**src/rtl/csp_pkg.sv**
```systemverilog
// Shared types and constants for the color string parser.
package csp_pkg;

  typedef struct packed {
    logic [7:0] char_code;
    logic       char_present;
    logic       last_char;
  } in_word_t;

  typedef struct packed {
    logic       parse_ok;
    logic [7:0] red;
    logic [7:0] green;
    logic [7:0] blue;
    logic [7:0] alpha;
    logic       alpha_given;
  } out_word_t;

  typedef struct packed {
    logic [1:0]      form_mode;
    logic [3:0]      char_count;
    logic            reject_flag;
    logic [31:0]     nibble_store;
    logic [2:0]      field_phase;
    logic [3:0][7:0] comp_values;
    logic [3:0]      comp_seen;
  } state_t;

  localparam logic [1:0] MODE_UNDECIDED = 2'd0;
  localparam logic [1:0] MODE_HEX       = 2'd1;
  localparam logic [1:0] MODE_DEC       = 2'd2;

  localparam logic [3:0] COUNT_MAX = 4'd10;

  // decimal field phases
  localparam logic [2:0] PH_RED   = 3'd0;
  localparam logic [2:0] PH_ALPHA = 3'd6;

  localparam logic [7:0] CHAR_HASH  = 8'h23;
  localparam logic [7:0] CHAR_COMMA = 8'h2c;
  localparam logic [7:0] CHAR_SPACE = 8'h20;
  localparam logic [7:0] CHAR_0     = 8'h30;
  localparam logic [7:0] CHAR_9     = 8'h39;
  localparam logic [7:0] CHAR_UA    = 8'h41;
  localparam logic [7:0] CHAR_UF    = 8'h46;
  localparam logic [7:0] CHAR_LA    = 8'h61;
  localparam logic [7:0] CHAR_LF    = 8'h66;

  localparam logic [7:0] BYTE_FULL = 8'hff;

  localparam state_t STATE_INIT = '0;

endpackage

```
**src/rtl/csp_step.sv**
```systemverilog
// Per-character state update and result formatting for the color string parser.
module csp_step (
  input  csp_pkg::state_t    st,
  input  csp_pkg::in_word_t  word,
  output csp_pkg::state_t    st_next,
  output csp_pkg::out_word_t result
);
  import csp_pkg::*;

  function automatic logic [4:0] hex_value(input logic [7:0] c);
    logic [7:0] d;
    begin
      d = '0;
      if (c >= CHAR_0 && c <= CHAR_9) begin
        d = c - CHAR_0;
        hex_value = {1'b1, d[3:0]};
      end else if (c >= CHAR_UA && c <= CHAR_UF) begin
        d = c - CHAR_UA + 8'd10;
        hex_value = {1'b1, d[3:0]};
      end else if (c >= CHAR_LA && c <= CHAR_LF) begin
        d = c - CHAR_LA + 8'd10;
        hex_value = {1'b1, d[3:0]};
      end else begin
        hex_value = '0;
      end
    end
  endfunction

  logic [7:0]  c;
  logic [4:0]  hv;
  logic        digit_char;
  logic        delim_char;
  logic [2:0]  ph;
  logic [1:0]  idx;
  logic [7:0]  digit_val;
  logic [11:0] acc;
  logic [3:0]  digits;
  logic [31:0] s;

  assign c          = word.char_code;
  assign hv         = hex_value(c);
  assign digit_char = (c >= CHAR_0) && (c <= CHAR_9);
  assign delim_char = (c == CHAR_SPACE) || (c == CHAR_COMMA);
  assign digit_val  = c - CHAR_0;

  always_comb begin
    st_next = st;
    ph      = st.field_phase + {2'b0, st.field_phase[0]};
    idx     = ph[2:1];
    acc     = {4'b0, st.comp_values[idx]} * 12'd10 + {8'b0, digit_val[3:0]};
    if (word.char_present) begin
      if (st.char_count < COUNT_MAX) st_next.char_count = st.char_count + 4'd1;
      if (st.form_mode == MODE_UNDECIDED && c == CHAR_HASH) begin
        st_next.form_mode = MODE_HEX;
      end else if (st.form_mode == MODE_HEX) begin
        if (!hv[4]) st_next.reject_flag = 1'b1;
        else st_next.nibble_store = {st.nibble_store[27:0], hv[3:0]};
      end else begin
        st_next.form_mode = MODE_DEC;
        if (st.field_phase > PH_ALPHA || !(digit_char || delim_char)) begin
          st_next.reject_flag = 1'b1;
        end else if (digit_char) begin
          st_next.field_phase      = ph;
          st_next.comp_seen[idx]   = 1'b1;
          st_next.comp_values[idx] = acc[7:0];
          if (acc > 12'd255) st_next.reject_flag = 1'b1;
        end else if (!st.field_phase[0]) begin
          if (st.field_phase == PH_ALPHA) st_next.reject_flag = 1'b1;
          else st_next.field_phase = st.field_phase + 3'd1;
        end
      end
    end
  end

  // digit count excludes the leading '#'
  assign digits = st_next.char_count - 4'd1;
  assign s      = st_next.nibble_store;

  always_comb begin
    result = '0;
    if (!st_next.reject_flag && st_next.form_mode == MODE_HEX) begin
      case (digits)
        4'd3: begin
          result = '{1'b1, {2{s[11:8]}}, {2{s[7:4]}}, {2{s[3:0]}}, BYTE_FULL, 1'b0};
        end
        4'd4: begin
          result = '{1'b1, {2{s[15:12]}}, {2{s[11:8]}}, {2{s[7:4]}}, {2{s[3:0]}}, 1'b1};
        end
        4'd6: begin
          result = '{1'b1, s[23:16], s[15:8], s[7:0], BYTE_FULL, 1'b0};
        end
        4'd8: begin
          result = '{1'b1, s[31:24], s[23:16], s[15:8], s[7:0], 1'b1};
        end
        default: result = '0;
      endcase
    end else if (!st_next.reject_flag && st_next.form_mode == MODE_DEC &&
                 st_next.comp_seen[0] && st_next.comp_seen[1] && st_next.comp_seen[2]) begin
      result.parse_ok    = 1'b1;
      result.red         = st_next.comp_values[0];
      result.green       = st_next.comp_values[1];
      result.blue        = st_next.comp_values[2];
      result.alpha_given = st_next.comp_seen[3];
      result.alpha       = st_next.comp_seen[3] ? st_next.comp_values[3] : BYTE_FULL;
    end
  end

endmodule

```
**src/rtl/color_string_parser_unit.sv**
```systemverilog
// Top level of the color string parser: input register, state, result register.
//
//   channel | valid        | ready        | word
//   --------+--------------+--------------+-------------------------------
//   input   | char_valid   | char_ready   | char_word   (csp_pkg::in_word_t)
//   result  | result_valid | result_ready | result_word (csp_pkg::out_word_t)
//
// One character word per cycle, unless a stalled result holds a last_char word; a result
// is loaded into the result register when the last_char word moves out of the input register.
// The parse state update is combinational and sets the rate: one word per cycle.
// Reset (rst, synchronous) empties both registers and clears the parse state.
// A stalled result holds only a last_char word in the input register; other words
// keep flowing.
module color_string_parser_unit (
  input  logic                clk,
  input  logic                rst,
  input  logic                char_valid,
  output logic                char_ready,
  input  csp_pkg::in_word_t   char_word,
  output logic                result_valid,
  input  logic                result_ready,
  output csp_pkg::out_word_t  result_word
);
  import csp_pkg::*;

  logic      hold_valid;
  in_word_t  hold_word;
  state_t    st;
  state_t    st_next;
  out_word_t step_result;
  logic      hold_move;

  csp_step u_step (
    .st      (st),
    .word    (hold_word),
    .st_next (st_next),
    .result  (step_result)
  );

  assign hold_move  = hold_valid && (!hold_word.last_char || !result_valid || result_ready);
  assign char_ready = !hold_valid || hold_move;

  always_ff @(posedge clk) begin
    if (rst) begin
      hold_valid <= 1'b0;
    end else if (char_ready) begin
      hold_valid <= char_valid;
    end
  end

  always_ff @(posedge clk) begin
    if (char_ready && char_valid) hold_word <= char_word;
  end

  always_ff @(posedge clk) begin
    if (rst) begin
      st <= STATE_INIT;
    end else if (hold_move) begin
      st <= hold_word.last_char ? STATE_INIT : st_next;
    end
  end

  always_ff @(posedge clk) begin
    if (rst) begin
      result_valid <= 1'b0;
    end else if (hold_move && hold_word.last_char) begin
      result_valid <= 1'b1;
    end else if (result_ready) begin
      result_valid <= 1'b0;
    end
  end

  always_ff @(posedge clk) begin
    if (hold_move && hold_word.last_char) result_word <= step_result;
  end

endmodule

```
**config.mk**
```make
export PLATFORM = sky130hd
export DESIGN_NAME = color_string_parser_unit
export DESIGN_NICKNAME = d
export VERILOG_FILES = /design/src/rtl/csp_pkg.sv /design/src/rtl/csp_step.sv /design/src/rtl/color_string_parser_unit.sv
export SDC_FILE = /design/constraint.sdc
export NUM_CORES = 1
export LEC_CHECK = 0
export BUFFER_PORTS_ARGS = -buffer_cell sky130_fd_sc_hd__buf_2
export CORE_UTILIZATION = 40
export DETAILED_ROUTE_END_ITERATION = 6
export GPL_TIMING_DRIVEN = 0
export SLEW_MARGIN = 15
export SYNTH_ARGS = -nofsm -noshare
export SYNTH_HDL_FRONTEND = slang
export SYNTH_SLANG_ARGS = --single-unit
```
**constraint.sdc**
```tcl
create_clock -name clk -period 4.73 [get_ports clk]
set_input_delay 1.419 -clock clk [delete_from_list [all_inputs] [get_ports clk]]
set_output_delay 1.419 -clock clk [all_outputs]
set_load 0.01 [all_outputs]
```
==> metrics list, run 1 <==
- The flow ran to the end, and the final reports show no timing, DRC or antenna violations.
- Synthesized net count: approximately 790
* Cell repeated most along the worst path: sky130_fd_sc_hd__buf_6
* Standard-cell rows: 48
* Instance area at placement: approximately 7700 µm²
* Clock skew: between 0.008 and 0.009 ns
- Measured on the finished design, the core utilization comes to between 40% and 50%.
* Final cell area excluding filler cells: around 8400 µm²
- Yosys mapped a number of flops with a built-in enable equal to 44.
- Crit share post-route: between 90 and 100%
- Total number of nets in the final design: 863
* Overall overflow remaining after global route: 0
- The clock period could shrink to 4.51 ns.
* Port-buffer cells: approximately 50
- The die is roughly 140 µm tall.
- The core region is 17400 µm².
- Endpoints failing hold: 0
* Antenna violations before repair: 0
- Using the TritonRoute via totals, the vias-per-cell ratio works out to 6.13.
* First-pass GRT wire length: 35.5 mm
* Share of layout cells above drive strength 1: between 10% and 20%
- The worst setup path is of the reg2reg kind.
- On the worst path, the slowest cell contributes a delay of about 0.56 ns.
* Max Clk Rate: ~220 MHz
- The routed layout has 6526 vias.
* CP Buf/Inv Count: 4
- Detailed-placement wirelength estimate: 17.1 mm
* Slew of the pin with the lowest slew margin: around 1.1 ns
* Most used DFF post-synth: sky130_fd_sc_hd__dfxtp_1
- The share of total power dissipated in the clock network is 50.1%.
- After technology mapping, the gate count stands at ~750.
- Number of global-route vias before repair: 6118
- Class of the tightest hold or removal check: reg2reg
- After synthesis the netlist holds a flip-flop and latch count of around 120.
* Static leakage: roughly 3.0 nW
* YS warnings: 0
- On the final layout, the worst hold slack is approximately 0.50 ns.
- Headroom to the max-slew limit came out at between 20% and 30%.
- Number of nets with antenna violations after routing: 0
- DR WL/cell: 21.7 µm
- Endpoint arrival time on the critical path: approximately 4.7 ns
- Beginning of the worst register-to-register path: st[37]
- The share of the Yosys chip area taken by registers is 40.6%.
- Leaving out fill and tap cells, the most frequent cell in the layout is sky130_fd_sc_hd__nor2_1.
* Required time of the critical path: 4.96 ns
* Area of the mapped netlist: between 7000 and 8000 µm²
- The floorplan step defined a die boundary enclosing between 15000 and 20000 µm².
- Clock Sink Count: 124
- After the first detailed-routing iteration, the DRC count stood at 720.
* Async set-or-reset flop fraction in the synthesized netlist: 0%
- In this run the power density over the cells is about 300 nW/µm².
- Syn_area_per_cell: between 9 and 10 µm²
- The clock passes through at most 2 buffers.
* H-tree level count: 4
* Share of power burned in registers: roughly 45%
- Relative to the synthesized area, the layout overhead comes to 16.6%.
- Switching power of the nets: between 500 and 600 µW
* Count of max-cap constraint violations: 0
- STA classifies the critical path startpoint as a register.
* Peak supply drop: 0.000247 V
- Number of CTS-inserted buffers: 17
- Maximum number of pins on one net before global-route repair: 33
- Clock tree from TritonCTS: done
* DRC viols: 0
* Power share of the combinational group: ~4.5%
- Setup repair after global routing left no endpoint under its margin.
- Among all stages on the critical path, the largest delay is contributed by sky130_fd_sc_hd__mux4_2.
- Clock-pin slew was measured on the worst setup and hold paths at 0.06 ns.
* I/O pin count: 50
- The completed layout was analyzed and its total power is roughly 2.5 mW.
- Net switching fraction of the power: ~24%
- Commonest cells after routing, fill and taps aside: 115 x sky130_fd_sc_hd__nor2_1, 78 x sky130_fd_sc_hd__dfxtp_1, 61 x sky130_fd_sc_hd__buf_2, 61 x sky130_fd_sc_hd__a22oi_1, 53 x sky130_fd_sc_hd__o22ai_1
- CTS placed an instance of sky130_fd_sc_hd__clkbuf_16 at the clock tree root.
- Wire length reported by the detailed router: about 23 mm
- STA classifies the critical path endpoint as a register.
* Post-synth cell types: 73
- The startpoint identified for the worst hold timing path is st[2].
- Overall routing resource usage: 25.9%
- Worst slack, placed: -0.732 ns
* Final slew viol count: 0
- Final Wtd Congestion: approximately 0.95
- The critical path starts at st[37].
- The first TritonRoute pass finished after 5 iterations.
- List of cells traversed by the critical path: ha_4 -> xnor2_4 -> buf_6 -> mux4_2 -> ha_1 -> ha_1 -> inv_1 -> fa_1 -> xnor2_1 -> o211a_1 -> nand4b_1 -> a2111oi_4 -> buf_6 -> o211ai_4 -> buf_6 -> o22ai_1
* Min setup slack post-route: ~0.22 ns
- The cell family contributing the most delay on the critical path is adder cells.
* Cell Int Power: roughly 1.9 mW
- The initial utilization of the core area, before any placement, comes to about two fifths.
- Antenna Cells: 0
- Critical path peak fanout: 10
- Clock latency on the worst-skew pair: around 0.43 ns
- Width of the die: between 100 and 150 µm
- Setup violations remaining at the end of the flow were counted as 0.
[kinds of logic after synthesis]
group	after synthesis	share of synthesized area, %
xor+xnor	15	2.02
fa+ha+maj	23	4.21
simple gates	210	14.2
compound gates	258	25.7
mux	51	8.49
flops	124	40.6
buf+inv	73	4.77
[worst register-to-register path: cells and delay by family (launching register included)]
family / cells / cell delay [ns]
xor gates and xnor gates: 2 / 0.53
DFF: 1 / 0.36
and+or+nand+nor: 1 / 0.15
buffers and inverters: 4 / 0.63
AOI/OAI and AO/OA: 4 / 1.03
muxes: 1 / 0.57
adders and majority gates: 4 / 1.06
[registers in the layout, summed over array words and instances, names as in the netlist]
name          count
hold_valid        1
st               78
hold_word        10
result_valid      1
result_word      34
[layer usage]
layer	global-route usage (%)	part of all wire (%)	wire length [µm]	vias to the layer above
met5	0	0	0	-
met4	9.57	2.5	573	0
met2	39.9	45	10300	276
met1	35.8	45	10400	3174
met3	5.18	7.6	1760	37
li1	-	-	-	3039
[timing repair]
item / CTS / global route
endpoints found under the hold margin: 0 / 0
hold buffers: 0 / 0
resized for setup: 6 / 9
setup buffers: 3 / 0
pin swaps: 2 / 1
endpoints found under the setup margin: 35 / 33
[synthesized netlist by cell type (7+ instances only)]
library cell,instances,area [µm²]
sky130_fd_sc_hd__clkbuf_1,33,124
sky130_fd_sc_hd__o21ai_0,21,105
sky130_fd_sc_hd__a22oi_1,61,458
sky130_fd_sc_hd__o21a_1,7,52.6
sky130_fd_sc_hd__a21o_1,7,52.6
sky130_fd_sc_hd__nor2_1,115,432
sky130_fd_sc_hd__mux4_2,8,180
sky130_fd_sc_hd__nand3_1,10,50.1
sky130_fd_sc_hd__o22ai_1,55,344
sky130_fd_sc_hd__edfxtp_1,44,1320
sky130_fd_sc_hd__xnor2_1,7,61.3
sky130_fd_sc_hd__inv_1,17,63.8
sky130_fd_sc_hd__a22o_1,8,70.1
sky130_fd_sc_hd__ha_1,21,263
sky130_fd_sc_hd__a21oi_1,32,160
sky130_fd_sc_hd__nor3_1,9,45.0
sky130_fd_sc_hd__a211oi_1,22,165
sky130_fd_sc_hd__dfxtp_1,80,1600
sky130_fd_sc_hd__or3_1,9,56.3
sky130_fd_sc_hd__mux2i_1,43,430
sky130_fd_sc_hd__xor2_1,7,61.3
sky130_fd_sc_hd__buf_2,13,65.1
sky130_fd_sc_hd__nand2_1,24,90.1
[per-stage QoR]
stage | cells | TNS (ns)
floorplan | 754 | 0
global placement | 1028 | -17.85
detailed placement | 1029 | -19.09
CTS | 1064 | 0
global route | 1064 | 0
finish | 1064 | 0
[worst paths after layout]
path                            cells past startpoint             end  slack (ns)
worst max register to register                     16  result_word[2]        0.22
worst min register to register                      1           st[2]        0.50
worst min-delay path                                1           st[2]        0.50
worst max-delay path                               16  result_word[2]        0.22
[power by group through the flow]
stage | clock network, mW | logic [mW] | registers (mW)
6_report | 1.24 | 0.112 | 1.13
5_1_grt | 1.31 | 0.121 | 1.13
4_1_cts | 1.25 | 0.110 | 1.13
3_5_place_dp | 0 | 0.109 | 1.15
3_3_place_gp | 0 | 0.108 | 1.15
2_1_floorplan | 0 | 0.0632 | 1.15
[layout make-up]
cell class | instances | area (µm²)
fill | 1674 | 9030
inverter | 18 | 72.6
multi-input combinational | 557 | 3970
sequential | 124 | 2930
timing repair buffer | 53 | 292
clock inverter | 13 | 116
tap | 225 | 282
clock buffer | 19 | 443
buffer | 55 | 282
(Power assumes the default switching activity.)
==> run 2, diff against run 1 <==
--- a/config.mk
+++ b/config.mk
@@ -5,6 +5,7 @@
 export SDC_FILE = /design/constraint.sdc
 export NUM_CORES = 1
 export LEC_CHECK = 0
+export ABC_AREA = 1
 export BUFFER_PORTS_ARGS = -buffer_cell sky130_fd_sc_hd__buf_2
 export CORE_UTILIZATION = 40
 export DETAILED_ROUTE_END_ITERATION = 6
==> run 2 against run 1 <==
Power up 8.5%. Wire length grew 11%. Critical path depth rose by 8. Sequential share of layout area is 2.8 points lower. Non-clock buffer count up 3. Die area grew 11%. Sequential power barely moved. Utilization decreased by 1.5 points. Register-to-register slack is essentially flat. Largest power group unchanged.
==> metrics list, run 2 <==
- The run finished with clean final reports.
- Number of vias per cell: about 5.2
- Detailed-placement wirelength estimate: ~20 mm
* Synthesized net count: about 1200
* Worst slew margin: between 40% and 50%
* Final core occ: approximately 47%
* Unrepaired setup endpoints after global routing: no
- Static timing analysis puts the maximum clock frequency at roughly 220 MHz.
* Vias after detailed routing: between 7000 and 8000
- The worst setup path is captured at a register.
* Number of global-route vias before repair: between 7000 and 8000
* Effective utilization at floorplan: between 40 and 50%
- Measured along the x axis, the die boundary spans between 100 and 150 µm.
- Largest buffer count on any clock path: 2
- On the final layout, the worst clock skew is roughly 0.0087 ns.
- Hold Worst Slack: about 0.47 ns
- Instance area at placement: 8540 µm²
- Destination of the worst hold path: st[55]
* H-tree level count: 4
- Summing all non-filler instances in the final layout gives an area of ~9100 µm².
- The synthesized design contains 124 register bits.
- Async set-or-reset flop fraction in the synthesized netlist: 0%
- Measured in cells, the most critical reg-to-reg path has a length of 24.
- Clock-pin slew was measured on the worst setup and hold paths at around 0.06 ns.
- For the worst setup path, the data arrival time is 4.79 ns.
* Share of layout cells above drive strength 1: around 14%
- Final slew viol count: 0
* List of cells traversed by the critical path: ha_1 -> inv_1 -> nand2_1 -> nand2_1 -> nor2_2 -> inv_1 -> or2_2 -> nand4_1 -> inv_1 -> ha_1 -> ha_1 -> inv_1 -> fa_1 -> nor2_2 -> nand3_1 -> o21ai_0 -> nand2_1 -> o21ai_1 -> nand2_1 -> nand2_2 -> buf_6 -> buf_6 -> nand4_1 -> nand2_1
- The first global-routing pass estimated ~39 mm of wire.
- The area growth from synthesis to layout is 14.3%.
- Iteration-0 DRC count of the detailed router: just over 900
- Maximum number of pins on one net before global-route repair: 37
- Longest individual stage delay on the worst path: ~0.44 ns
- The design draws between 2 and 3 mW.
* Most common library cell in the layout ignoring fill and taps: sky130_fd_sc_hd__nand2_1
- Launching element type of the critical path: register
* Slew of the pin with the lowest slew margin: about 0.8 ns
- For this design, the slowest cell found on the critical path is sky130_fd_sc_hd__fa_1.
- Clock tree synthesis inserted a total of 17 buffers.
* Antenna Cells: 0
* Min setup slack post-route: about 0.23 ns
- After detailed routing, the number of remaining DRC violations is 0.
* Top register by number of flip-flops: st
* Crit share post-route: 95.1%
* Post-synthesis cell type with the largest combined area: sky130_fd_sc_hd__dfxtp_1
- Port-buffer cells: between 40 and 50
- In this run the static leakage power is 3.87 nW.
- After technology mapping, the gate count stands at between 1000 and 1500.
- The net count of the finished layout is ~1300.
- The initialized floorplan defines just over 50 standard-cell rows.
- Top delay family on crit path: simple AND/OR/NAND/NOR gates
- Share of synthesized area occupied by flip-flops and latches: around 37%
* Endpoints failing hold: 0
- After detailed placement, the design holds a cell count of around 1500.
- The register with the most flip-flops in the layout has 78 of them.
- Clock tree from TritonCTS: done
* Clock Sink Count: 124
- YS warnings: 0
* Syn_area_per_cell: 6.76 µm²
* Chip Height: 143 µm
* Overall routing resource usage: about a quarter
- Class of the tightest hold or removal check: reg2reg
- Regs by FF count: st: 78 flops, result_word: 34 flops, hold_word: 10 flops
- Leading cell type by number of instances after synthesis: sky130_fd_sc_hd__nand2_1
* Startpoint-to-endpoint class of the critical path: reg2reg
- Proportion of netlist area held by the largest area contributor: ~20%
* EDFF count, synth: 44
- Clock latency on the worst-skew pair: 0.43 ns
- Summed over all failing endpoints, the final setup total negative slack is 0 ns.
- VDD sags by at most roughly 0.00023 V.
- Overall overflow remaining after global route: 0
* CP Buf/Inv Count: 6
- At the end of routability-driven placement, the weighted congestion stood at 0.962.
* Final Instance Count excl. Fillers: 1524
- Max-cap violations in this run came to 0.
- In this run the post-CTS setup repair buffer count came out at 0.
- Timing analysis after detailed placement gives a worst setup slack of 0.169 ns.
- In the synthesized netlist, the cells that appear most often are 388 x sky130_fd_sc_hd__nand2_1, 114 x sky130_fd_sc_hd__nor2_1, 108 x sky130_fd_sc_hd__inv_1.
- Required time of the critical path: roughly 5.0 ns
* Number of stages on the worst hold path: 2
* Clock Root Buffer: sky130_fd_sc_hd__clkbuf_16
* Post-synth cell types: 43
* Die Area: ~21000 µm²
* Antenna violations before repair: 0
* Commonest cells after routing, fill and taps aside: 388 x sky130_fd_sc_hd__nand2_1, 113 x sky130_fd_sc_hd__nor2_1, 106 x sky130_fd_sc_hd__inv_1, 80 x sky130_fd_sc_hd__dfxtp_1
* Largest cells by area after synthesis: sky130_fd_sc_hd__dfxtp_1 20%, sky130_fd_sc_hd__nand2_1 18%, sky130_fd_sc_hd__edfxtp_1 17%
- 50 I/O pins were placed.
* Quantity of gates resized following cts: 0
- Setup violations remaining at the end of the flow were counted as 0.
- In this run the worst path has a maximum fanout of 10.
- The total area inside the core boundary comes to a little under 20000 µm².
* Area of the mapped netlist: roughly 8000 µm²
- Wire length reported by the detailed router: about 26 mm
- For this design the ratio of total power to cell area is 296 nW/µm².
* Endpoint of the worst-slack reg-to-reg timing path: result_word[2]
- For flop-to-flop paths, the worst setup slack is between 0.2 and 0.25 ns.
- Counting stages on the worst path, the most repeated cell is sky130_fd_sc_hd__nand2_1.
* DR WL/cell: 16.7 µm
- The worst hold path begins at st[55].
* Number of nets with antenna violations after routing: 0
* Number of hold-repair buffers added at the cts stage: 0
* Most used DFF post-synth: sky130_fd_sc_hd__dfxtp_1
* Router iterations before antenna repair: 6
* Beginning of the worst register-to-register path: st[37]
- For the finished layout, the period the worst path requires is between 4 and 5 ns.
run 2: cell count changes in the layout (fill, tap and decap cells not counted), moves of 45 or more:
cell	delta
sky130_fd_sc_hd__nand4_1	+76
sky130_fd_sc_hd__nand2_1	+364
sky130_fd_sc_hd__o22ai_1	-45
sky130_fd_sc_hd__nand3_1	+69
sky130_fd_sc_hd__a22oi_1	-61
sky130_fd_sc_hd__inv_1	+89
run 2: cell type report:
class                           instances  area [µm²]
Tap cell                              265         332
Fill cell                            2049       10400
Timing Repair Buffer                   48         240
Clock inverter                         14         113
Clock buffer                           18         429
Buffer                                 63         345
Multi-Input combinational cell        877        4300
Inverter                              115         432
Sequential cell                       124        2920
run 2: worst max path at each step:
stage / startpoint / to / slack, ns / cells past startpoint
after floorplan: st[36] / result_word[25] / 0.90 / 24
after global placement: st[36] / result_word[6] / 0.21 / 22
after detailed placement: st[36] / result_word[6] / 0.17 / 22
after CTS: st[36] / result_word[2] / 0.14 / 23
after global routing: st[37] / result_word[30] / 0.002 / 24
final: st[37] / result_word[2] / 0.23 / 24
run 2: power by group:
part / internal (mW) / switching, mW / total (mW) / leakage [nW]
combinational: 0.102 / 0.248 / 0.350 / 2.54
clock: 0.680 / 0.535 / 1.21 / 0.259
sequential: 1.12 / 0.0107 / 1.13 / 1.06
total: 1.90 / 0.794 / 2.69 / 3.87
run 2: logic make-up (layout without fill, tap and decap cells):
group / count (synthesis) / in the layout / share of synthesized area (%)
AO/OA/AOI/OAI: 138 / 138 / 9.51
XOR/XNOR: 5 / 5 / 0.549
adder cells (fa/ha/maj): 23 / 23 / 3.80
buffers and inverters: 178 / 258 / 9.71
flip-flops: 124 / 124 / 36.7
AND/OR/NAND/NOR: 711 / 711 / 39.8
run 2: layer usage:
layer | up-vias | track usage (%) | routed length, µm | part of all wire [%]
li1 | 4017 | - | - | -
met1 | 3614 | 34.5 | 11700 | 46
met2 | 281 | 40.8 | 11200 | 44
met3 | 46 | 6.44 | 1950 | 7.6
met4 | 0 | 8.21 | 587 | 2.3
met5 | - | 0 | 0 | 0
run 2: tightest hold or removal path, delay by kind of cell, from the launching register on:
| family | cells | cell delay [ns] |
|---|---|---|
| simple gates | 1 | 0.06 |
| compound gates | 1 | 0.05 |
| flops | 1 | 0.31 |
